==> config.mk <==
export PLATFORM = sky130hd
export DESIGN_NAME = hsv_to_rgb_converter_top_flat
export DESIGN_NICKNAME = d
export VERILOG_FILES = /design/src/rtl/hsvrgb_pkg.sv /design/src/rtl/hsvrgb_hsv_if.sv /design/src/rtl/hsvrgb_rgb_if.sv /design/src/rtl/hsvrgb_core.sv /design/src/rtl/hsv_to_rgb_converter_top.sv /design/src/flat_wrapper.sv
export SDC_FILE = /design/constraint.sdc
export NUM_CORES = 2
export LEC_CHECK = 0
export BUFFER_PORTS_ARGS = -buffer_cell sky130_fd_sc_hd__buf_2
export CORE_UTILIZATION = 65
export CTS_CLUSTER_DIAMETER = 150
export CTS_CLUSTER_SIZE = 8
export DETAILED_ROUTE_END_ITERATION = 10
export HOLD_SLACK_MARGIN = 0.15
export PLACE_DENSITY = 0.94
export SLEW_MARGIN = 20
export SYNTH_ARGS = -nofsm -noshare
export SYNTH_HDL_FRONTEND = slang
export SYNTH_SLANG_ARGS = --single-unit
==> constraint.sdc <==
create_clock -name i_clk -period 11.55 [get_ports i_clk]
set_input_delay 1.155 -clock i_clk [delete_from_list [all_inputs] [get_ports i_clk]]
set_output_delay 1.155 -clock i_clk [all_outputs]
set_load 0.03 [all_outputs]
==> src/rtl/hsvrgb_pkg.sv <==
// ----------------------------------------------------------------------------
// hsvrgb_pkg
// Shared constants and types for the HSV to RGB converter.
// ----------------------------------------------------------------------------
`default_nettype none

package hsvrgb_pkg;

    // Default number of fraction bits; 1 << FRAC_BITS stands for 1.0.
    localparam int FRAC_BITS_DEF = 16;

    // Hue sector codes (hue * 6, integer part).
    localparam logic [2:0] SEC_0 = 3'd0;
    localparam logic [2:0] SEC_1 = 3'd1;
    localparam logic [2:0] SEC_2 = 3'd2;
    localparam logic [2:0] SEC_3 = 3'd3;
    localparam logic [2:0] SEC_4 = 3'd4;

    // Per-stage load enables from the pipeline control to the datapath.
    typedef struct packed {
        logic en1;
        logic en2;
        logic en3;
        logic en4;
    } t_pipe_ctrl;

endpackage

`default_nettype wire

==> src/rtl/hsvrgb_hsv_if.sv <==
// ----------------------------------------------------------------------------
// hsvrgb_hsv_if
// Valid/ready channel carrying one HSV color per transaction.
// ----------------------------------------------------------------------------
`default_nettype none

interface hsvrgb_hsv_if #(
    parameter int W = hsvrgb_pkg::FRAC_BITS_DEF + 1
);
    logic         valid;
    logic         ready;
    logic [W-1:0] hue;
    logic [W-1:0] saturation;
    logic [W-1:0] brightness;

    modport source (output valid, output hue, output saturation, output brightness,
                    input ready);
    modport sink   (input valid, input hue, input saturation, input brightness,
                    output ready);
endinterface

`default_nettype wire

==> src/rtl/hsvrgb_rgb_if.sv <==
// ----------------------------------------------------------------------------
// hsvrgb_rgb_if
// Valid/ready channel carrying one RGB color per transaction.
// ----------------------------------------------------------------------------
`default_nettype none

interface hsvrgb_rgb_if #(
    parameter int W = hsvrgb_pkg::FRAC_BITS_DEF + 1
);
    logic         valid;
    logic         ready;
    logic [W-1:0] red;
    logic [W-1:0] green;
    logic [W-1:0] blue;

    modport source (output valid, output red, output green, output blue, input ready);
    modport sink   (input valid, input red, input green, input blue, output ready);
endinterface

`default_nettype wire

==> src/rtl/hsvrgb_core.sv <==
// ----------------------------------------------------------------------------
// hsvrgb_core
// Four-stage datapath: sector split, s*f products, v products, routing.
// ----------------------------------------------------------------------------
`default_nettype none

module hsvrgb_core #(
    parameter int FRAC_BITS = hsvrgb_pkg::FRAC_BITS_DEF
) (
    input  wire logic                    i_clk,
    input  wire hsvrgb_pkg::t_pipe_ctrl  i_ctrl,
    input  wire logic [FRAC_BITS:0]      i_hue,
    input  wire logic [FRAC_BITS:0]      i_saturation,
    input  wire logic [FRAC_BITS:0]      i_brightness,
    output logic      [FRAC_BITS:0]      o_red,
    output logic      [FRAC_BITS:0]      o_green,
    output logic      [FRAC_BITS:0]      o_blue
);
    import hsvrgb_pkg::*;

    localparam int FB = FRAC_BITS;
    localparam int W  = FB + 1;
    localparam int HW = FB + 3;
    localparam logic [W-1:0] ONE = W'(1) << FB;

    // ---------------- stage 1: clamp, wrap, hue*6 ----------------
    logic [W-1:0]  n_s1_sat, n_s1_val;
    logic [HW-1:0] h_ext, h6;
    logic [2:0]    r_s1_sec;
    logic [FB-1:0] r_s1_f;
    logic [W-1:0]  r_s1_sat, r_s1_val;

    always_comb begin
        n_s1_sat = (i_saturation > ONE) ? ONE : i_saturation;
        n_s1_val = (i_brightness > ONE) ? ONE : i_brightness;
        // a full turn or more wraps to zero
        h_ext    = i_hue[FB] ? '0 : HW'(i_hue[FB-1:0]);
        h6       = (h_ext << 2) + (h_ext << 1);
    end

    always_ff @(posedge i_clk) begin
        if (i_ctrl.en1) begin
            r_s1_sec <= h6[HW-1:FB];
            r_s1_f   <= h6[FB-1:0];
            r_s1_sat <= n_s1_sat;
            r_s1_val <= n_s1_val;
        end
    end

    // ---------------- stage 2: s*f, s*(1-f), 1-s ----------------
    logic [W-1:0]   one_m_f;
    logic [2*W-1:0] prod_sf, prod_sg;
    logic [W-1:0]   n_s2_aq, n_s2_at, n_s2_ap;
    logic [2:0]     r_s2_sec;
    logic [W-1:0]   r_s2_val, r_s2_aq, r_s2_at, r_s2_ap;

    always_comb begin
        one_m_f = ONE - W'(r_s1_f);
        prod_sf = (2*W)'(r_s1_sat) * (2*W)'(r_s1_f);
        prod_sg = (2*W)'(r_s1_sat) * (2*W)'(one_m_f);
        n_s2_aq = ONE - prod_sf[FB +: W];
        n_s2_at = ONE - prod_sg[FB +: W];
        n_s2_ap = ONE - r_s1_sat;
    end

    always_ff @(posedge i_clk) begin
        if (i_ctrl.en2) begin
            r_s2_sec <= r_s1_sec;
            r_s2_val <= r_s1_val;
            r_s2_aq  <= n_s2_aq;
            r_s2_at  <= n_s2_at;
            r_s2_ap  <= n_s2_ap;
        end
    end

    // ---------------- stage 3: p, q, t ----------------
    logic [2*W-1:0] prod_p, prod_q, prod_t;
    logic [2:0]     r_s3_sec;
    logic [W-1:0]   r_s3_val, r_s3_p, r_s3_q, r_s3_t;

    always_comb begin
        prod_p = (2*W)'(r_s2_val) * (2*W)'(r_s2_ap);
        prod_q = (2*W)'(r_s2_val) * (2*W)'(r_s2_aq);
        prod_t = (2*W)'(r_s2_val) * (2*W)'(r_s2_at);
    end

    always_ff @(posedge i_clk) begin
        if (i_ctrl.en3) begin
            r_s3_sec <= r_s2_sec;
            r_s3_val <= r_s2_val;
            r_s3_p   <= prod_p[FB +: W];
            r_s3_q   <= prod_q[FB +: W];
            r_s3_t   <= prod_t[FB +: W];
        end
    end

    // ---------------- stage 4: sector routing ----------------
    logic [W-1:0] n_red, n_green, n_blue;
    logic [W-1:0] r_red, r_green, r_blue;

    always_comb begin
        case (r_s3_sec)
            SEC_0: begin
                n_red = r_s3_val; n_green = r_s3_t;   n_blue = r_s3_p;
            end
            SEC_1: begin
                n_red = r_s3_q;   n_green = r_s3_val; n_blue = r_s3_p;
            end
            SEC_2: begin
                n_red = r_s3_p;   n_green = r_s3_val; n_blue = r_s3_t;
            end
            SEC_3: begin
                n_red = r_s3_p;   n_green = r_s3_q;   n_blue = r_s3_val;
            end
            SEC_4: begin
                n_red = r_s3_t;   n_green = r_s3_p;   n_blue = r_s3_val;
            end
            default: begin
                // sector five
                n_red = r_s3_val; n_green = r_s3_p;   n_blue = r_s3_q;
            end
        endcase
    end

    always_ff @(posedge i_clk) begin
        if (i_ctrl.en4) begin
            r_red   <= n_red;
            r_green <= n_green;
            r_blue  <= n_blue;
        end
    end

    assign o_red   = r_red;
    assign o_green = r_green;
    assign o_blue  = r_blue;

endmodule

`default_nettype wire

==> src/rtl/hsv_to_rgb_converter_top.sv <==
// ----------------------------------------------------------------------------
// hsv_to_rgb_converter_top
// HSV to RGB color conversion, fixed point, one color per clock while the receiver keeps up.
//
// Input channel i_hsv carries hue, saturation and brightness; output channel
// o_rgb carries red, green and blue. All fields are FRAC_BITS+1 bits wide,
// unsigned, with 1 << FRAC_BITS standing for 1.0. Hue of a full turn wraps to
// zero; saturation and brightness above 1.0 clip to 1.0.
// Each channel moves one transaction at an edge where valid and ready are high.
// Throughput: one transaction per cycle while the receiver keeps up. Pipeline: four register
// stages (hue split, s*f products, v products, sector routing); a result is
// offered once its input transaction has passed through all four of them.
// When the receiver stalls, each stage holds and keeps loading while it still
// has a bubble, so input is taken until all four stages are full.
// Synchronous active-low reset empties the pipeline; no results are offered
// until new input arrives.
// ----------------------------------------------------------------------------
`default_nettype none

module hsv_to_rgb_converter_top #(
    parameter int FRAC_BITS = hsvrgb_pkg::FRAC_BITS_DEF
) (
    input  wire logic    i_clk,
    input  wire logic    i_rst_n,
    hsvrgb_hsv_if.sink   i_hsv,
    hsvrgb_rgb_if.source o_rgb
);
    import hsvrgb_pkg::*;

    t_pipe_ctrl ctrl;
    logic       r_v1, r_v2, r_v3, r_v4;

    // a stage loads when it is empty or its contents move on
    always_comb begin
        ctrl.en4 = !r_v4 || o_rgb.ready;
        ctrl.en3 = !r_v3 || ctrl.en4;
        ctrl.en2 = !r_v2 || ctrl.en3;
        ctrl.en1 = !r_v1 || ctrl.en2;
    end

    always_ff @(posedge i_clk) begin
        if (!i_rst_n) begin
            r_v1 <= 1'b0;
            r_v2 <= 1'b0;
            r_v3 <= 1'b0;
            r_v4 <= 1'b0;
        end else begin
            if (ctrl.en1) r_v1 <= i_hsv.valid;
            if (ctrl.en2) r_v2 <= r_v1;
            if (ctrl.en3) r_v3 <= r_v2;
            if (ctrl.en4) r_v4 <= r_v3;
        end
    end

    assign i_hsv.ready = ctrl.en1;
    assign o_rgb.valid = r_v4;

    hsvrgb_core #(
        .FRAC_BITS (FRAC_BITS)
    ) u_core (
        .i_clk        (i_clk),
        .i_ctrl       (ctrl),
        .i_hue        (i_hsv.hue),
        .i_saturation (i_hsv.saturation),
        .i_brightness (i_hsv.brightness),
        .o_red        (o_rgb.red),
        .o_green      (o_rgb.green),
        .o_blue       (o_rgb.blue)
    );

endmodule

`default_nettype wire

==> src/flat_wrapper.sv <==
// flat-port wrapper written by rule: the top's interface ports become plain ports
module hsv_to_rgb_converter_top_flat import hsvrgb_pkg::*;
#(
    parameter int FRAC_BITS = hsvrgb_pkg::FRAC_BITS_DEF
)
  (i_clk, i_rst_n, i_hsv_valid, i_hsv_hue, i_hsv_saturation, i_hsv_brightness, i_hsv_ready, o_rgb_valid, o_rgb_red, o_rgb_green, o_rgb_blue, o_rgb_ready);
  hsvrgb_hsv_if #(.W((FRAC_BITS + 1))) i_hsv_i ();
  hsvrgb_rgb_if #(.W((FRAC_BITS + 1))) o_rgb_i ();
  input  wire logic i_clk;
  input  wire logic i_rst_n;
  input wire logic [$bits(i_hsv_i.valid)-1:0] i_hsv_valid;
  input wire logic [$bits(i_hsv_i.hue)-1:0] i_hsv_hue;
  input wire logic [$bits(i_hsv_i.saturation)-1:0] i_hsv_saturation;
  input wire logic [$bits(i_hsv_i.brightness)-1:0] i_hsv_brightness;
  output wire logic [$bits(i_hsv_i.ready)-1:0] i_hsv_ready;
  output wire logic [$bits(o_rgb_i.valid)-1:0] o_rgb_valid;
  output wire logic [$bits(o_rgb_i.red)-1:0] o_rgb_red;
  output wire logic [$bits(o_rgb_i.green)-1:0] o_rgb_green;
  output wire logic [$bits(o_rgb_i.blue)-1:0] o_rgb_blue;
  input wire logic [$bits(o_rgb_i.ready)-1:0] o_rgb_ready;
  assign i_hsv_i.valid = i_hsv_valid;
  assign i_hsv_i.hue = i_hsv_hue;
  assign i_hsv_i.saturation = i_hsv_saturation;
  assign i_hsv_i.brightness = i_hsv_brightness;
  assign i_hsv_ready = i_hsv_i.ready;
  assign o_rgb_valid = o_rgb_i.valid;
  assign o_rgb_red = o_rgb_i.red;
  assign o_rgb_green = o_rgb_i.green;
  assign o_rgb_blue = o_rgb_i.blue;
  assign o_rgb_i.ready = o_rgb_ready;
  hsv_to_rgb_converter_top #(.FRAC_BITS(FRAC_BITS)) u_core (.i_clk(i_clk), .i_rst_n(i_rst_n), .i_hsv(i_hsv_i), .o_rgb(o_rgb_i));
endmodule
== Word-level counts from Yosys, hierarchy flattened ==
Index checks and enable logic that the tools add are counted.
W data, S select, Z words.
Word-level totals
  memories kept: 0
  latch bits: 0
  output and inout bits: 53
  bits in registers: 250
  bits of input ports: 55
  memory bits (writable): 0
  memory bits (read-only): 0
Operators by class
  multiplexer cells: 4
  div/mod/pow operators: 0
  magnitude comparators: 2
  shifts and indexed selects: 0
  multipliers: 5
  add/sub/neg operators: 5
  equal/unequal tests: 4
  reductions and logical operators: 13
  bitwise logic cells: 0
Operators by type and width (count)
  $pmux W17 S3: 3
  $mul A17 B17 Y33: 4
  $sub A17 B17 Y17 const A: 3
  $gt A17 B17 Y1 const B: 2
  $mul A17 B16 Y33: 1
  $add A18 B17 Y19: 1
  $sub A17 B16 Y17 const A: 1
  $mux W16: 1
  $reduce_or A2 Y1: 4
  $eq A3 B2 Y1 const B: 2
  $logic_not A1 Y1: 4
  $logic_or A1 B1 Y1: 4
  $eq A3 B1 Y1 const B: 1
  $eq A3 B3 Y1 const B: 1
  $logic_not A3 Y1: 1

== Logic depth before layout (Yosys ltp) ==
  word-level depth: 5
  mapped depth: 33
  depth with buffers taken out: 30

== By module ==
A second synthesis with hierarchy kept.
Second synthesis, totals
  cells, all modules: 5905
  area, all modules: 55152.9 um2
By module, submodules not included
  hsvrgb_core: seq. area each 7357.1 um2, cells an instance 5888, times used 1, area an instance 54989.0 um2
  hsv_to_rgb_converter_top: seq. area each 80.1 um2, cells an instance 17, times used 1, area an instance 163.9 um2

== Worst setup path after synthesis ==
OpenSTA, ideal clock, no wires.
  kind: flip-flop to flip-flop
  from: reg u_core.u_core.r_s1_f[6]
  to: reg u_core.u_core.r_s2_at[15] (data pin)
  stages on the path, launching flop included: 29
  required time: 11291 ps
  period minus slack after synthesis: 8440 ps
  arrival time: 8181 ps
  slack: 3110 ps
  path through: edfxtp_1 -> clkbuf_1 -> or4_1 -> nor3_1 -> nor4b_1 -> nand2_1 -> xor2_1 -> clkbuf_1 -> nand2_1 -> fa_1 -> inv_1 -> fa_1 -> fa_1 -> fa_1 -> fa_1 -> inv_1 -> fa_1 -> inv_1 -> ha_1 -> or3_2 -> o21ai_2 -> o211ai_4 -> and4_4 -> or3_4 -> a2111oi_4 -> nand4_1 -> o311ai_1 -> nand3_1 -> xnor2_1
On the way
  longest elaborated chain between the ends: 3
Ends and longest elaborated chain
  start: declaration: line hsvrgb_core.sv:30  | logic [FB-1:0] r_s1_f;
  start signal: assignment: line hsvrgb_core.sv:44  | r_s1_f <= h6[FB-1:0];
  $sub A17 B16 Y17: line hsvrgb_core.sv:58  | one_m_f = ONE - W'(r_s1_f);
  $mul A17 B17 Y33: line hsvrgb_core.sv:60  | prod_sg = (2*W)'(r_s1_sat) * (2*W)'(one_m_f);
  $sub A17 B17 Y17: line hsvrgb_core.sv:62  | n_s2_at = ONE - prod_sg[FB +: W];
  named net u_core.u_core.n_s2_at[15]: line hsvrgb_core.sv:53  | logic [W-1:0] n_s2_aq, n_s2_at, n_s2_ap;
  end signal: assignment: line hsvrgb_core.sv:71  | r_s2_at <= n_s2_at;
  end: declaration: line hsvrgb_core.sv:55  | logic [W-1:0] r_s2_val, r_s2_aq, r_s2_at, r_s2_ap;
The timed path passes the listed nets, and every way through them passes these cells.
A chain may end at the register's enable or synchronous reset.

== Worst setup path after layout ==
  from: reg u_core.u_core.r_s1_f[4]
  to: reg u_core.u_core.r_s2_at[15] (data pin)
Same word-level chain as after synthesis.

==> impl_metrics.json <==
{
  "crit_required_ps": 11880,
  "finClkSkew_ps": 93.2,
  "violations": "design-rule violations",
  "core_sq_um": 83800,
  "synth_top_area_share_pct": 38.6,
  "port_buffers": 107,
  "syn_nets": 7597,
  "post_cts_buffers": 0,
  "clk_latency_ps": 650,
  "numCtsBuffers": 37,
  "antenna_found_initial": 18,
  "yosysMostFrequentCell": "inv_1",
  "pre_cts_ws_ps": 1980,
  "maxSlewViolCount": 0,
  "async_reset_ff_share_pct": 0,
  "syn2layout_area_growth_pct": 4.23,
  "dr.pass1.iters": 11,
  "worstSetupPathType": "reg -> reg",
  "fin_nets": 7493,
  "seq_area_frac_synth_pct": 13.5,
  "dpl.hpwl_microns": 110000,
  "yosysWarnings": 0,
  "setup_viol": 0,
  "drtIter0Drc": 5615,
  "crit_fanout": 20,
  "clockBufferDepth": 3,
  "post-route-util_pct": 68.6,
  "fin_ws_ps": 1640,
  "cts_resized": 0,
  "cts_tree": "yes",
  "timing.setup.tns_ps": 0,
  "die_x_microns": 293,
  "cts_hold_buffers": 0,
  "cts_sinks": 249,
  "hold_class": "reg -> reg",
  "io_pins": 108,
  "fin_crit_sh_pct": 85.8,
  "synthTopCellsByArea": "fa_1 39%, edfxtp_1 13%, ha_1 12%",
  "overflow": 0,
  "die_h_microns": 293,
  "synth_common_cells": "1278 x inv_1, 1063 x fa_1, 1003 x nand2_1",
  "initial_core_util_pct": 65.9,
  "first_global_vias": 48570,
  "ys.flop_type": "edfxtp_1",
  "htreeDepth": 2,
  "vias": 44047,
  "final_hold_viol_count": 0,
  "routed_wl_microns": 155000,
  "vias_per_cell": 6.30,
  "worst_pin_slew_ps": 1080,
  "synth-edff-count": 245,
  "drive_gt1_share_pct": 5.08,
  "grt_setup_unrepaired": "no",
  "cp-end-kind": "flip-flop",
  "place.gp.congestion": 0.898,
  "worstSetupStartpointType": "flip-flop",
  "fmax_ghz": 0.101,
  "hold_slack_ps": 419,
  "synth.distinct_cells": 90,
  "drtAntennaViolNets": 0,
  "die_area_sq_um": 86100,
  "maxSlewHeadroom_pct": 27.5,
  "root_buffer": "clkbuf_16",
  "synthCells": 5935,
  "yosysTopAreaCell": "fa_1",
  "synth_area_per_cell_sq_um": 9.30,
  "grt_max_degree": 108,
  "fp-row-count": 106,
  "post_drt_wl_per_cell_microns": 22.2,
  "crit_arrival_ps": 10240,
  "grt_pass1_wl_microns": 249000,
  "netlist_area_sq_um": 55200,
  "status": "finished with violations",
  "maxCapViolations": 0,
  "min_period_ps": 9910,
  "drc": 4,
  "ys_ff_latch": 249,
  "cts.clk_slew.worst_paths_ps": 90,
  "track_usage_pct": 37.2
}
## worst max-delay path, cell delays in order (launching register included)
cell	delay (ps)
edfxtp_1	690
or4_1	670
nor3_1	300
nor4b_1	830
nor4b_4	870
nand2_1	180
fa_1	560
fa_1	440
fa_1	490
fa_1	530
fa_1	430
fa_1	500
inv_1	40
ha_1	350
and2_2	190
or2b_1	280
o21ai_1	400
mux2i_1	360
nand2_1	200
a2111oi_4	530
nand4_1	200
o31ai_1	270
nand3_1	130
xnor2_1	140
## path summary, 6_finish.rpt
kind / startpoint / endpoint / slack [ps] / depth (start not counted)
setup / recovery: u_core.u_core.r_s1_f[4] / u_core.u_core.r_s2_at[15] / 1640 / 23
hold / removal: u_core.u_core.r_s1_val[15] / u_core.u_core.r_s2_val[15] / 420 / 0
setup reg to reg: u_core.u_core.r_s1_f[4] / u_core.u_core.r_s2_at[15] / 1640 / 23
hold reg to reg: u_core.u_core.r_s1_val[15] / u_core.u_core.r_s2_val[15] / 420 / 0
## routing by layer
layer,up-vias,track usage [%],share of wire [%]
met3,1468,12.4,14
li1,17699,-,-
met2,3858,60.3,46
met5,-,1.30,0.063
met1,21008,40.7,31
met4,14,27.3,9.3
## layout make-up
| class | instances | area [sq um] |
|---|---|---|
| diodes | 14 | 35.0 |
| well taps | 1134 | 1420 |
| fillers | 5267 | 26300 |
| clock inverters | 4 | 75.1 |
| inverters | 1278 | 4800 |
| flip-flops and latches | 249 | 7440 |
| multi-input cells | 4088 | 41800 |
| repair buffers | 177 | 1060 |
| clock buffers | 45 | 956 |
## placed cells by master, fill, tap and decap left out, types with 5 or more instances in the layout
cell       netlist  routed
inv_1         1278    1276
fa_1          1063    1063
nand2_1       1003    1001
ha_1           544     544
and2_1         477     477
edfxtp_1       245     245
nor2_1         120     119
xnor2_1        110     110
a21oi_1        108     108
buf_2            0     107
o21ai_0         90      90
nor2b_1         83      83
buf_4            1      69
mux2i_1         58      58
xor2_1          41      41
clkbuf_16        0      37
mux2_2          32      32
nor3_1          31      31
a21o_1          31      31
nand3_1         29      29
a211oi_1        25      25
nand2b_1        17      17
nor4_1          16      16
diode_2          0      14
and3_1          14      14
o21a_1          14      14
nand4_1         12      12
o22ai_1         12      12
or2_2            9       9
a21boi_0         9       9
o211ai_1         9       9
clkbuf_1       306       8
or3_1            7       7
o21bai_1         6       6
o21ai_1          6       6
o31ai_1          6       6
or4_1            5       5
a311oi_1         5       5
## stage by stage
step           area (sq um)  instances
2_1_floorplan         55200       5935
3_3_place_gp          56500       6926
3_5_place_dp          56500       6926
4_1_cts               57500       6975
5_1_grt               57500       6977
6_report              57500       6989
## kinds of logic (layout without fill, tap and decap cells)
family / after synthesis / in the layout / share of synthesized area (%)
and+or+nand+nor: 1854 / 1854 / 16.0
adders and majority gates: 1607 / 1607 / 50.9
buffers and inverters: 1598 / 1504 / 10.9
AOI/OAI and AO/OA: 386 / 386 / 4.63
DFF: 249 / 249 / 13.5
xor gates and xnor gates: 151 / 151 / 2.40
muxes: 90 / 90 / 1.70
other: 0 / 14 / 0
Power is left out: the tool's default activity adds up to more than one toggle a clock period on the data nets, which glitch-free logic cannot reach.
